**config.mk**
```make
export PLATFORM = sky130hd
export DESIGN_NAME = cubic_bezier_point_eval
export DESIGN_NICKNAME = d
export VERILOG_FILES = /design/src/rtl/bez_pkg.sv /design/src/rtl/bez_axis.sv /design/src/rtl/cubic_bezier_point_eval.sv
export VERILOG_INCLUDE_DIRS = /design/src /design/src/rtl
export SDC_FILE = /design/constraint.sdc
export NUM_CORES = 2
export LEC_CHECK = 0
export BUFFER_PORTS_ARGS = -buffer_cell sky130_fd_sc_hd__buf_2
export CAP_MARGIN = 20
export CORE_UTILIZATION = 33
export CTS_CLUSTER_SIZE = 28
export DETAILED_ROUTE_END_ITERATION = 6
export REMOVE_ABC_BUFFERS = 1
export SYNTH_ARGS = -nofsm -noshare
export SYNTH_HDL_FRONTEND = slang
export SYNTH_SLANG_ARGS = --single-unit
```
**constraint.sdc**
```tcl
create_clock -name clk -period 8.95 [get_ports clk]
set_input_delay 2.2375 -clock clk [delete_from_list [all_inputs] [get_ports clk]]
set_output_delay 2.2375 -clock clk [all_outputs]
set_load 0.01 [all_outputs]
```
**src/rtl/assert_macros.svh**
```systemverilog
// Assertion macros shared by the RTL.
`ifndef ASSERT_MACROS_SVH
`define ASSERT_MACROS_SVH

`ifndef SYNTHESIS
`define BEZ_ASSERT_IMPLY(label, clk, rst_n, ante, cons, msg) \
	label: assert property (@(posedge clk) disable iff (!rst_n) (ante) |-> (cons)) \
		else $error(msg);
`define BEZ_ASSERT_NEXT(label, clk, rst_n, ante, cons, msg) \
	label: assert property (@(posedge clk) disable iff (!rst_n) (ante) |=> (cons)) \
		else $error(msg);
`else
`define BEZ_ASSERT_IMPLY(label, clk, rst_n, ante, cons, msg)
`define BEZ_ASSERT_NEXT(label, clk, rst_n, ante, cons, msg)
`endif

`endif

```
**src/rtl/bez_pkg.sv**
```systemverilog
// Package: commands, microcode word and microcode ROM of the Bezier point evaluator.
`timescale 1ns / 1ps
`default_nettype none

package bez_pkg;

	localparam logic CMD_LOAD = 1'b0;
	localparam logic CMD_EVAL = 1'b1;

	typedef enum logic [1:0] {
		STEP_IDLE = 2'd0,
		STEP_MB   = 2'd1,
		STEP_MC   = 2'd2,
		STEP_MD   = 2'd3
	} step_t;

	typedef enum logic [1:0] {
		ACC_HOLD   = 2'd0,
		ACC_LOAD_A = 2'd1,
		ACC_MAC    = 2'd2
	} acc_op_t;

	typedef enum logic [1:0] {
		COEF_B = 2'd0,
		COEF_C = 2'd1,
		COEF_D = 2'd2
	} coef_t;

	typedef enum logic [1:0] {
		JC_NONE          = 2'd0,
		JC_STAY_NO_EVAL  = 2'd1,
		JC_STAY_OUT_BUSY = 2'd2
	} jc_t;

	typedef struct packed {
		logic    in_rdy;
		acc_op_t acc_op;
		coef_t   coef;
		logic    out_we;
		jc_t     jc;
		step_t   next_step;
	} ucode_t;

	typedef struct packed {
		acc_op_t acc_op;
		coef_t   coef;
		logic    out_ld;
	} axis_ctl_t;

	function automatic ucode_t ucode_rom(input step_t s);
		ucode_t u;
		u = '{in_rdy: 1'b0, acc_op: ACC_HOLD, coef: COEF_B, out_we: 1'b0,
			jc: JC_NONE, next_step: STEP_IDLE};
		unique case (s)
			STEP_IDLE: u = '{in_rdy: 1'b1, acc_op: ACC_LOAD_A, coef: COEF_B,
				out_we: 1'b0, jc: JC_STAY_NO_EVAL, next_step: STEP_MB};
			STEP_MB: u = '{in_rdy: 1'b0, acc_op: ACC_MAC, coef: COEF_B,
				out_we: 1'b0, jc: JC_NONE, next_step: STEP_MC};
			STEP_MC: u = '{in_rdy: 1'b0, acc_op: ACC_MAC, coef: COEF_C,
				out_we: 1'b0, jc: JC_NONE, next_step: STEP_MD};
			STEP_MD: u = '{in_rdy: 1'b0, acc_op: ACC_HOLD, coef: COEF_D,
				out_we: 1'b1, jc: JC_STAY_OUT_BUSY, next_step: STEP_IDLE};
			default: u = '{in_rdy: 1'b0, acc_op: ACC_HOLD, coef: COEF_B,
				out_we: 1'b0, jc: JC_NONE, next_step: STEP_IDLE};
		endcase
		return u;
	endfunction

endpackage

`default_nettype wire

```
**src/rtl/bez_axis.sv**
```systemverilog
// One axis datapath: Bezier coefficients, Horner multiply-accumulate and clamped output.
`timescale 1ns / 1ps
`default_nettype none

module bez_axis #(
	parameter int COORD_BITS  = 10,
	parameter int T_FRAC_BITS = 16
) (
	input  wire                        clk,
	input  wire  [COORD_BITS-1:0]      p [4],
	input  wire  [T_FRAC_BITS:0]       t,
	input  wire  bez_pkg::axis_ctl_t   ctl,
	output logic [COORD_BITS-1:0]      point
);

	localparam int CW     = COORD_BITS;
	localparam int F      = T_FRAC_BITS;
	localparam int TW     = F + 1;
	localparam int COEF_W = CW + 4;
	localparam int ACC_W  = CW + F + 5;
	localparam int PT_W   = ACC_W - F;

	logic signed [COEF_W-1:0]  e0, e1, e2, e3;
	logic signed [COEF_W-1:0]  coef_a, coef_b, coef_c, coef_d, coef_sel;
	logic signed [COEF_W-1:0]  s02, d12, d10, six1;
	logic signed [ACC_W-1:0]   a_sh, sel_sh, mac;
	logic signed [ACC_W+TW:0]  prod, prod_sh;
	logic signed [ACC_W-1:0]   acc_q;
	logic signed [PT_W-1:0]    pt;
	logic [CW-1:0]             pt_clamp;
	logic [CW-1:0]             point_q;

	assign e0 = $signed({4'b0000, p[0]});
	assign e1 = $signed({4'b0000, p[1]});
	assign e2 = $signed({4'b0000, p[2]});
	assign e3 = $signed({4'b0000, p[3]});

	// a = -P0 + 3P1 - 3P2 + P3, b = 3P0 - 6P1 + 3P2, c = 3P1 - 3P0, d = P0
	assign d12    = e1 - e2;
	assign s02    = e0 + e2;
	assign d10    = e1 - e0;
	assign six1   = e1 + e1 + e1 + e1 + e1 + e1;
	assign coef_a = e3 - e0 + d12 + d12 + d12;
	assign coef_b = s02 + s02 + s02 - six1;
	assign coef_c = d10 + d10 + d10;
	assign coef_d = e0;

	always_comb begin
		case (ctl.coef)
			bez_pkg::COEF_B: coef_sel = coef_b;
			bez_pkg::COEF_C: coef_sel = coef_c;
			bez_pkg::COEF_D: coef_sel = coef_d;
			default:         coef_sel = coef_b;
		endcase
	end

	assign a_sh   = $signed({coef_a[COEF_W-1], coef_a, {F{1'b0}}});
	assign sel_sh = $signed({coef_sel[COEF_W-1], coef_sel, {F{1'b0}}});

	// floor(acc * t / 2^F) by arithmetic shift
	assign prod    = acc_q * $signed({1'b0, t});
	assign prod_sh = prod >>> F;
	assign mac     = $signed(prod_sh[ACC_W-1:0]) + sel_sh;

	assign pt = $signed(mac[ACC_W-1:F]);

	always_comb begin
		if (pt[PT_W-1]) begin
			pt_clamp = '0;
		end else if (|pt[PT_W-2:CW]) begin
			pt_clamp = '1;
		end else begin
			pt_clamp = pt[CW-1:0];
		end
	end

	always_ff @(posedge clk) begin
		case (ctl.acc_op)
			bez_pkg::ACC_LOAD_A: acc_q <= a_sh;
			bez_pkg::ACC_MAC:    acc_q <= mac;
			default:             acc_q <= acc_q;
		endcase
		if (ctl.out_ld) begin
			point_q <= pt_clamp;
		end
	end

	assign point = point_q;

endmodule

`default_nettype wire

```
**src/rtl/cubic_bezier_point_eval.sv**
```systemverilog
// Top level: cubic Bezier point evaluator with microcoded Horner sequencer.
//
// Input channel (in_valid/in_ready): command selects a load or an evaluate beat.
// A load beat writes control point point_index from coord_x/coord_y and gives
// no result. An evaluate beat brings t_param (values above 1.0 saturate to
// 1.0) and gives one result beat on curve_x/curve_y.
// Each axis owns one multiplier; a four-step microcode program runs the three
// dependent Horner multiply-accumulates through it. in_ready stays low while
// the program runs (steps MB, MC, MD); the result is registered on step MD.
// Output channel (out_valid/out_ready): the result sits in an output register,
// so the next beat is accepted while a result waits. If the receiver still
// stalls when the following result is due, the sequencer holds on its last
// step and in_ready stays low until the register drains.
// Reset clears the sequencer and out_valid; control points are undefined until
// loaded and must be loaded before any evaluate beat uses them.
`timescale 1ns / 1ps
`default_nettype none

`include "assert_macros.svh"

module cubic_bezier_point_eval #(
	parameter int COORD_BITS  = 10,
	parameter int T_FRAC_BITS = 16
) (
	input  wire                    clk,
	input  wire                    arst_n,
	input  wire                    in_valid,
	output logic                   in_ready,
	input  wire                    command,
	input  wire  [1:0]             point_index,
	input  wire  [COORD_BITS-1:0]  coord_x,
	input  wire  [COORD_BITS-1:0]  coord_y,
	input  wire  [T_FRAC_BITS:0]   t_param,
	output logic                   out_valid,
	input  wire                    out_ready,
	output logic [COORD_BITS-1:0]  curve_x,
	output logic [COORD_BITS-1:0]  curve_y
);

	localparam int CW = COORD_BITS;
	localparam int F  = T_FRAC_BITS;

	bez_pkg::step_t     step_q, step_d;
	bez_pkg::ucode_t    uc;
	bez_pkg::axis_ctl_t axis_ctl;

	logic [CW-1:0] ctrl_x_q [4];
	logic [CW-1:0] ctrl_y_q [4];
	logic [F:0]    t_sat;
	logic [F:0]    t_q;
	logic          in_fire, eval_fire, load_fire;
	logic          out_valid_q, out_busy, out_ld;

	assign uc       = bez_pkg::ucode_rom(step_q);
	assign in_ready = uc.in_rdy;

	assign in_fire   = in_valid & in_ready;
	assign eval_fire = in_fire & (command == bez_pkg::CMD_EVAL);
	assign load_fire = in_fire & (command == bez_pkg::CMD_LOAD);

	assign out_busy = out_valid_q & ~out_ready;
	assign out_ld   = uc.out_we & ~out_busy;

	// next step
	always_comb begin
		unique case (uc.jc)
			bez_pkg::JC_NONE:          step_d = uc.next_step;
			bez_pkg::JC_STAY_NO_EVAL:  step_d = eval_fire ? uc.next_step : step_q;
			bez_pkg::JC_STAY_OUT_BUSY: step_d = out_busy ? step_q : uc.next_step;
			default:                   step_d = bez_pkg::STEP_IDLE;
		endcase
	end

	// datapath controls
	always_comb begin
		axis_ctl.acc_op = uc.acc_op;
		axis_ctl.coef   = uc.coef;
		axis_ctl.out_ld = out_ld;
	end

	always_ff @(posedge clk or negedge arst_n) begin
		if (!arst_n) begin
			step_q      <= bez_pkg::STEP_IDLE;
			out_valid_q <= 1'b0;
		end else begin
			step_q <= step_d;
			if (out_ld) begin
				out_valid_q <= 1'b1;
			end else if (out_ready) begin
				out_valid_q <= 1'b0;
			end
		end
	end

	// t above 1.0 saturates to 1.0
	assign t_sat = (t_param[F] && |t_param[F-1:0]) ? {1'b1, {F{1'b0}}} : t_param;

	always_ff @(posedge clk) begin
		if (load_fire) begin
			ctrl_x_q[point_index] <= coord_x;
			ctrl_y_q[point_index] <= coord_y;
		end
		if (eval_fire) begin
			t_q <= t_sat;
		end
	end

	bez_axis #(
		.COORD_BITS  (COORD_BITS),
		.T_FRAC_BITS (T_FRAC_BITS)
	) u_axis_x (
		.clk   (clk),
		.p     (ctrl_x_q),
		.t     (t_q),
		.ctl   (axis_ctl),
		.point (curve_x)
	);

	bez_axis #(
		.COORD_BITS  (COORD_BITS),
		.T_FRAC_BITS (T_FRAC_BITS)
	) u_axis_y (
		.clk   (clk),
		.p     (ctrl_y_q),
		.t     (t_q),
		.ctl   (axis_ctl),
		.point (curve_y)
	);

	assign out_valid = out_valid_q;

	`BEZ_ASSERT_NEXT(a_eval_starts, clk, arst_n, eval_fire, step_q == bez_pkg::STEP_MB, "evaluate beat did not start the program")
	`BEZ_ASSERT_IMPLY(a_no_overwrite, clk, arst_n, out_ld, !(out_valid_q && !out_ready), "result overwritten before taken")
	`BEZ_ASSERT_IMPLY(a_busy_no_accept, clk, arst_n, step_q != bez_pkg::STEP_IDLE, !in_ready, "input accepted while program runs")

endmodule

`default_nettype wire
```
-- After elaboration in Yosys (flattened, before gate mapping)
Cells that the tools add are included.
- flip-flop bits (word level): 182
- latch bits: 0
- bits in writable memories: 0
- ROM bits: 0
- output and inout port bits: 22
- word-level logic and storage cells: 101
- memories kept: 0
- add/sub/neg operators: 36
- multipliers: 2
- div/mod/pow operators: 0
- magnitude comparators: 2
- equality and inequality tests: 11
- shift-type cells: 0
- multiplexer cells: 16
- bitwise gates (word level): 9
- reductions and logical operators: 10
- operators with widths (cell ; number):
    adder 14 bit ; 14
    case mux 31 bit (2 select lines) ; 2
    adder 14 x 11 -> 14 bit ; 8
    multiplier 31 x 18 -> 47 bit ; 2
    bitwise mux 40 bit ; 2
    subtractor 10 x 10 -> 11 bit ; 6
    adder 31 x 30 -> 31 bit ; 2
    case mux 14 bit (2 select lines) ; 2
    adder 10 x 10 -> 11 bit ; 4
    case mux 10 bit (4 select lines) ; 1
    two-way mux 10 bit ; 3
    subtractor 14 bit ; 2
    demux 10 bit (select 2 bit) ; 1
    OR reduction 16 bit ; 1
    == test 2 bit, second input constant ; 5
    == test 2 x 1 -> 1 bit, second input constant ; 4
    OR reduction 4 bit ; 2
    case mux 2 bit (3 select lines) ; 1
    bitwise AND 1 bit ; 5
    logical NOT 2 bit ; 2
    two-way mux 2 bit ; 2
    != test 2 bit, second input constant ; 2
    nonzero test 2 bit ; 2
    >= comparator 3 bit, second input constant ; 1
    6 further kinds ; 10

-- Logic depth before layout (Yosys ltp)
- depth after elaboration: 10
- depth in mapped cells: 40
- mapped depth without buffers: 37

-- Hierarchy
From an unflattened synthesis, not the netlist that was laid out.
- cell total of the unflattened synthesis: 5535
- area total of the unflattened synthesis: 51292.9 µm²
- by module, submodules not included (module ; instances ; cells an instance ; area each (µm²) ; seq. area each (µm²)):
    bez_axis at u_axis_y ; 1 ; 2725 ; 24094.4 ; 1231.2
    bez_axis at u_axis_x ; 1 ; 2664 ; 23835.4 ; 1231.2
    cubic_bezier_point_eval ; 1 ; 146 ; 3363.2 ; 2987.9

-- Worst setup path after synthesis
Ideal clock, no wire load.
- kind: register -> register
- start: register t_q[3]
- end: register u_axis_x.point_q[0], in the netlist u_axis_x.point[0] (data pin)
- library setup time: 0.272 ns
- arrival time: 8.336 ns
- data required time: 8.678 ns
- path slack: 0.342 ns
- stages on the path, launching flop included: 36
- period minus slack after synthesis: 8.608 ns
- path through: edfxtp_1 -> clkbuf_1 -> clkbuf_1 -> nand2_1 -> fa_1 -> fa_1 -> fa_1 -> fa_1 -> inv_1 -> fa_1 -> fa_1 -> ha_1 -> o21a_1 -> o211ai_1 -> o2bb2ai_1 -> nor3b_1 -> and4_1 -> nor3_1 -> o31a_1 -> nor2b_1 -> nor2_1 -> xnor2_1 -> ha_1 -> fa_1 -> a21o_1 -> a21oi_1 -> nand2b_1 -> a21oi_1 -> a211oi_1 -> o21bai_1 -> a21oi_1 -> o21ai_0 -> xnor3_1 -> xor2_1 -> buf_6 -> a21oi_1
- longest elaborated chain between the ends: 4
- RTL lines (element ; line ; RTL):
    from (decl) ; cubic_bezier_point_eval.sv:50 ; logic [F:0] t_q;
    from (signal assigned) ; cubic_bezier_point_eval.sv:104 ; t_q <= t_sat;
    multiplier 31 x 18 -> 47 bit * ; bez_axis.sv:61 ; assign prod = acc_q * $signed({1'b0, t});
    adder 31 x 30 -> 31 bit * ; bez_axis.sv:63 ; assign mac = $signed(prod_sh[ACC_W-1:0]) + sel_sh;
    OR reduction 4 bit ; bez_axis.sv:70 ; end else if (|pt[PT_W-2:CW]) begin
    two-way mux 10 bit ; bez_axis.sv:70 ;
    to (signal assigned) ; bez_axis.sv:84 ; point_q <= pt_clamp;
    to (decl) ; bez_axis.sv:31 ; logic [CW-1:0] point_q;
Every way passes the cells marked *; elsewhere a longest branch is shown, timed or not.
A chain may end at the register's enable or synchronous reset.

-- Worst setup path in the final report
- start: register u_axis_x.acc_q[8]
- end: register u_axis_x.point_q[6], in the netlist u_axis_x.point[6] (data pin)
- longest elaborated chain between the ends: 4
- RTL lines (element ; line ; RTL):
    from (decl) ; bez_axis.sv:28 ; logic signed [ACC_W-1:0] acc_q;
    from (signal assigned) ; bez_axis.sv:79 ; bez_pkg::ACC_LOAD_A: acc_q <= a_sh;
    from (signal assigned) ; bez_axis.sv:80 ; bez_pkg::ACC_MAC: acc_q <= mac;
    from (signal assigned) ; bez_axis.sv:81 ; default: acc_q <= acc_q;
    multiplier 31 x 18 -> 47 bit * ; bez_axis.sv:61 ;
    adder 31 x 30 -> 31 bit * ; bez_axis.sv:63 ;
    OR reduction 4 bit ; bez_axis.sv:70 ;
    two-way mux 10 bit ; bez_axis.sv:70 ;
Marks and branches as above.

==> reports/metrics.cfg <==
[critical_path]
crit_type = reg2reg
crit-reg2reg-launch = u_axis_x.acc_q[8]
r2r_setup_slack_ps = 80
max_stage_delay_ps = 550
crit_required_ps = 9200
crit_top_cell = fa_1
crit_family = adder cells
cp.arrival_ps = 9130
worst_path_max_delay_cell = fa_1
crit_path_start_kind = flop
reg2regPathDepth = 36
reg2reg_to = u_axis_x.point[6]
critPathMaxFanout = 9
cp-end-kind = flop
path_buf_inv = 5

[floorplan]
rows = 142
start_util_pct = 33.4
die_w_um = 392
core_area_um2 = 150000
die-area_um2 = 154000
fp.dieH_um = 392
ios = 66

[detailed_routing]
wl_per_cell_um = 16.4
vias = 35400
vias_per_cell = 4.64
drtPass1Iterations = 5
drc_errors = 0
drt_iter0_drc = 1915
route.antenna.remaining_nets = 0
wirelength_mm = 125

[clock_network]
clkLatencyLatePin_ps = 520
hold_buffers = 0
cts.sinks = 182
cts_buffer_depth = 2
clk_pin_slew_worst_paths_ps = 100
h-tree-depth = 4
root_buffer = clkbuf_16
cts_tree = yes
cts_buffers = 17

[placement]
gp_congestion = 0.905
port_buffers = 65
placed_cell_area_um2 = 54800
place_ws_ps = -254
dp_hpwl_mm = 106
dp.cells = 7553

[sta]
finClkSkew_ps = 26.7
max_freq_ghz = 0.113
slew_viol_final = 0
relSlewSlack_pct = 25.6
finalSetupViolCount = 0
min_period_over_period_pct = 99.1
final_hold_viol_count = 0
rsz0062_at_grt = yes
tightest_slew_ps = 1120
fin_crit_ps = 8870
worst_slack_ps = 76.3

[min_path]
whs_endpoint = out_valid
min_path_type = reg2reg
hold_start = out_valid
min_path_cells = 2

[grt]
grt_pass1_wl_mm = 205
antenna_found_initial = 1
grt_usage_pct = 16.9
grt_max_degree = 70
grt_pass1_vias = 38600
grt_overflow = 0

[layout]
fin_cells = 7613
final_nets = 7122
antenna_cells = 0
final_layout_size_suffix_gt1_share_pct = 9.20
fin_area_um2 = 56200
syn2layout_area_growth_pct = 11.9
fillers = 15200

[flow_run]
drv_cap = 0

[yosys]
yosys_most_used_dff = edfxtp_1
netlist_area_um2 = 50200
ys_types = 67
synth_edf_count = 179
synth.ff_latch_count = 182
yosys_warnings = 0
avgSynthCellArea_um2 = 9.33
synthCells = 5378
yosysSeqAreaShare_pct = 10.9
ys_async_sr_fraction_pct = 1.65

[status]
status = finished clean

==> Yosys cell counts, types with 68 or more instances <==
library cell,number,area share [%]
ha_1,420,10
nor2_1,127,0.95
inv_1,1329,9.9
nand2_1,678,5.1
o21ai_0,88,0.88
clkbuf_1,197,1.5
and2_1,446,5.6
a21o_1,68,1.0
fa_1,1074,43
a21oi_1,190,1.9
edfxtp_1,179,11
xnor2_1,156,2.7
xor2_1,78,1.4
==> state kept, by name (all words and copies together), names as in the netlist <==
| register | count |
|---|---|
| ctrl_x_q | 40 |
| ctrl_y_q | 40 |
| u_axis_x.acc_q | 31 |
| u_axis_y.acc_q | 31 |
| t_q | 17 |
| u_axis_x.point | 10 |
| u_axis_y.point | 10 |
| step_q | 2 |
| out_valid | 1 |
==> placed cells by master (no fill, tap or decap), types with 15 or more instances in the layout <==
| cell type | instances |
|---|---|
| a21oi_1 | 177 |
| o21ai_0 | 83 |
| fa_1 | 1066 |
| and2_1 | 445 |
| edfxtp_1 | 179 |
| nor3_1 | 23 |
| nor2b_1 | 40 |
| nand2_1 | 677 |
| buf_12 | 22 |
| nand2b_1 | 18 |
| inv_1 | 1327 |
| nand3_1 | 23 |
| buf_2 | 65 |
| buf_6 | 15 |
| clkbuf_16 | 20 |
| ha_1 | 411 |
| nor2_1 | 125 |
| a21o_1 | 68 |
| xnor2_1 | 153 |
| o21a_1 | 18 |
| buf_4 | 277 |
| xor2_1 | 76 |
| a22oi_1 | 15 |
| o21bai_1 | 43 |
==> metrics by stage <==
stage          hold slack [ps]  utilization (%)  setup TNS, ps
5_1_grt                    651             37.4          -3800
3_3_place_gp               608             36.4          -1910
4_1_cts                    628             36.9          -3.56
3_5_place_dp               602             36.4          -4330
6_report                   591             37.4              0
2_1_floorplan              553                -          -3960
==> area by class of cell <==
type	instances	area, µm²	share of cell area [%]
multi-input cells	3663	39400	70.1
clock inverters	15	211	0.377
repair buffers	388	3190	5.68
well taps	2016	2520	4.49
inverters	1332	5000	8.91
clock buffers	17	425	0.758
flip-flops and latches	182	5450	9.71
==> repair_timing <==
item / 4_1_cts / 5_1_grt
pin swaps: 1 / 46
setup buffers: 5 / 17
setup endpoints to repair: 21 / 27
cloned: 0 / 4
gates resized for setup: 20 / 90
==> tightest hold or removal path, stage by stage (launching register included) <==
cell and delay (ps):
dfrtp_1 370, nand2b_1 110, nand2_1 80
==> kinds of logic (layout without fill, tap and decap cells) <==
| kind of cell | Yosys count | count (layout) | share of synthesized area [%] |
|---|---|---|---|
| mux | 6 | 6 | 0.130 |
| flops | 182 | 182 | 10.9 |
| compound gates | 515 | 515 | 6.52 |
| buf+inv | 1533 | 1752 | 11.5 |
| simple gates | 1413 | 1413 | 13.5 |
| xor+xnor | 235 | 235 | 4.13 |
| fa+ha+maj | 1494 | 1494 | 53.3 |
==> how the worst max path moves through the flow <==
| stage | start | end | slack (ps) | cells after the start |
|---|---|---|---|---|
| finish | u_axis_x.acc_q[8] | u_axis_x.point[6] | 80 | 36 |
| detailed placement | t_q[6] | u_axis_x.point[7] | -250 | 36 |
| global placement | t_q[6] | u_axis_x.point[2] | -130 | 36 |
| CTS | u_axis_x.acc_q[11] | u_axis_x.point[8] | -4 | 35 |
| floorplan | t_q[3] | u_axis_x.point[0] | -190 | 32 |
| global route | t_q[9] | u_axis_x.point[6] | -270 | 37 |
==> routing by layer <==
metal	vias to the layer above	share of wire [%]	GRT usage (%)
met4	0	2.7	4.08
met3	175	3.9	1.89
met5	-	0	0
li1	16400	-	-
met1	18000	44	22.2
met2	695	50	29.6
Power is not shown: default switching activity piles up to over one toggle a cycle in this logic, so the estimate is an artifact.
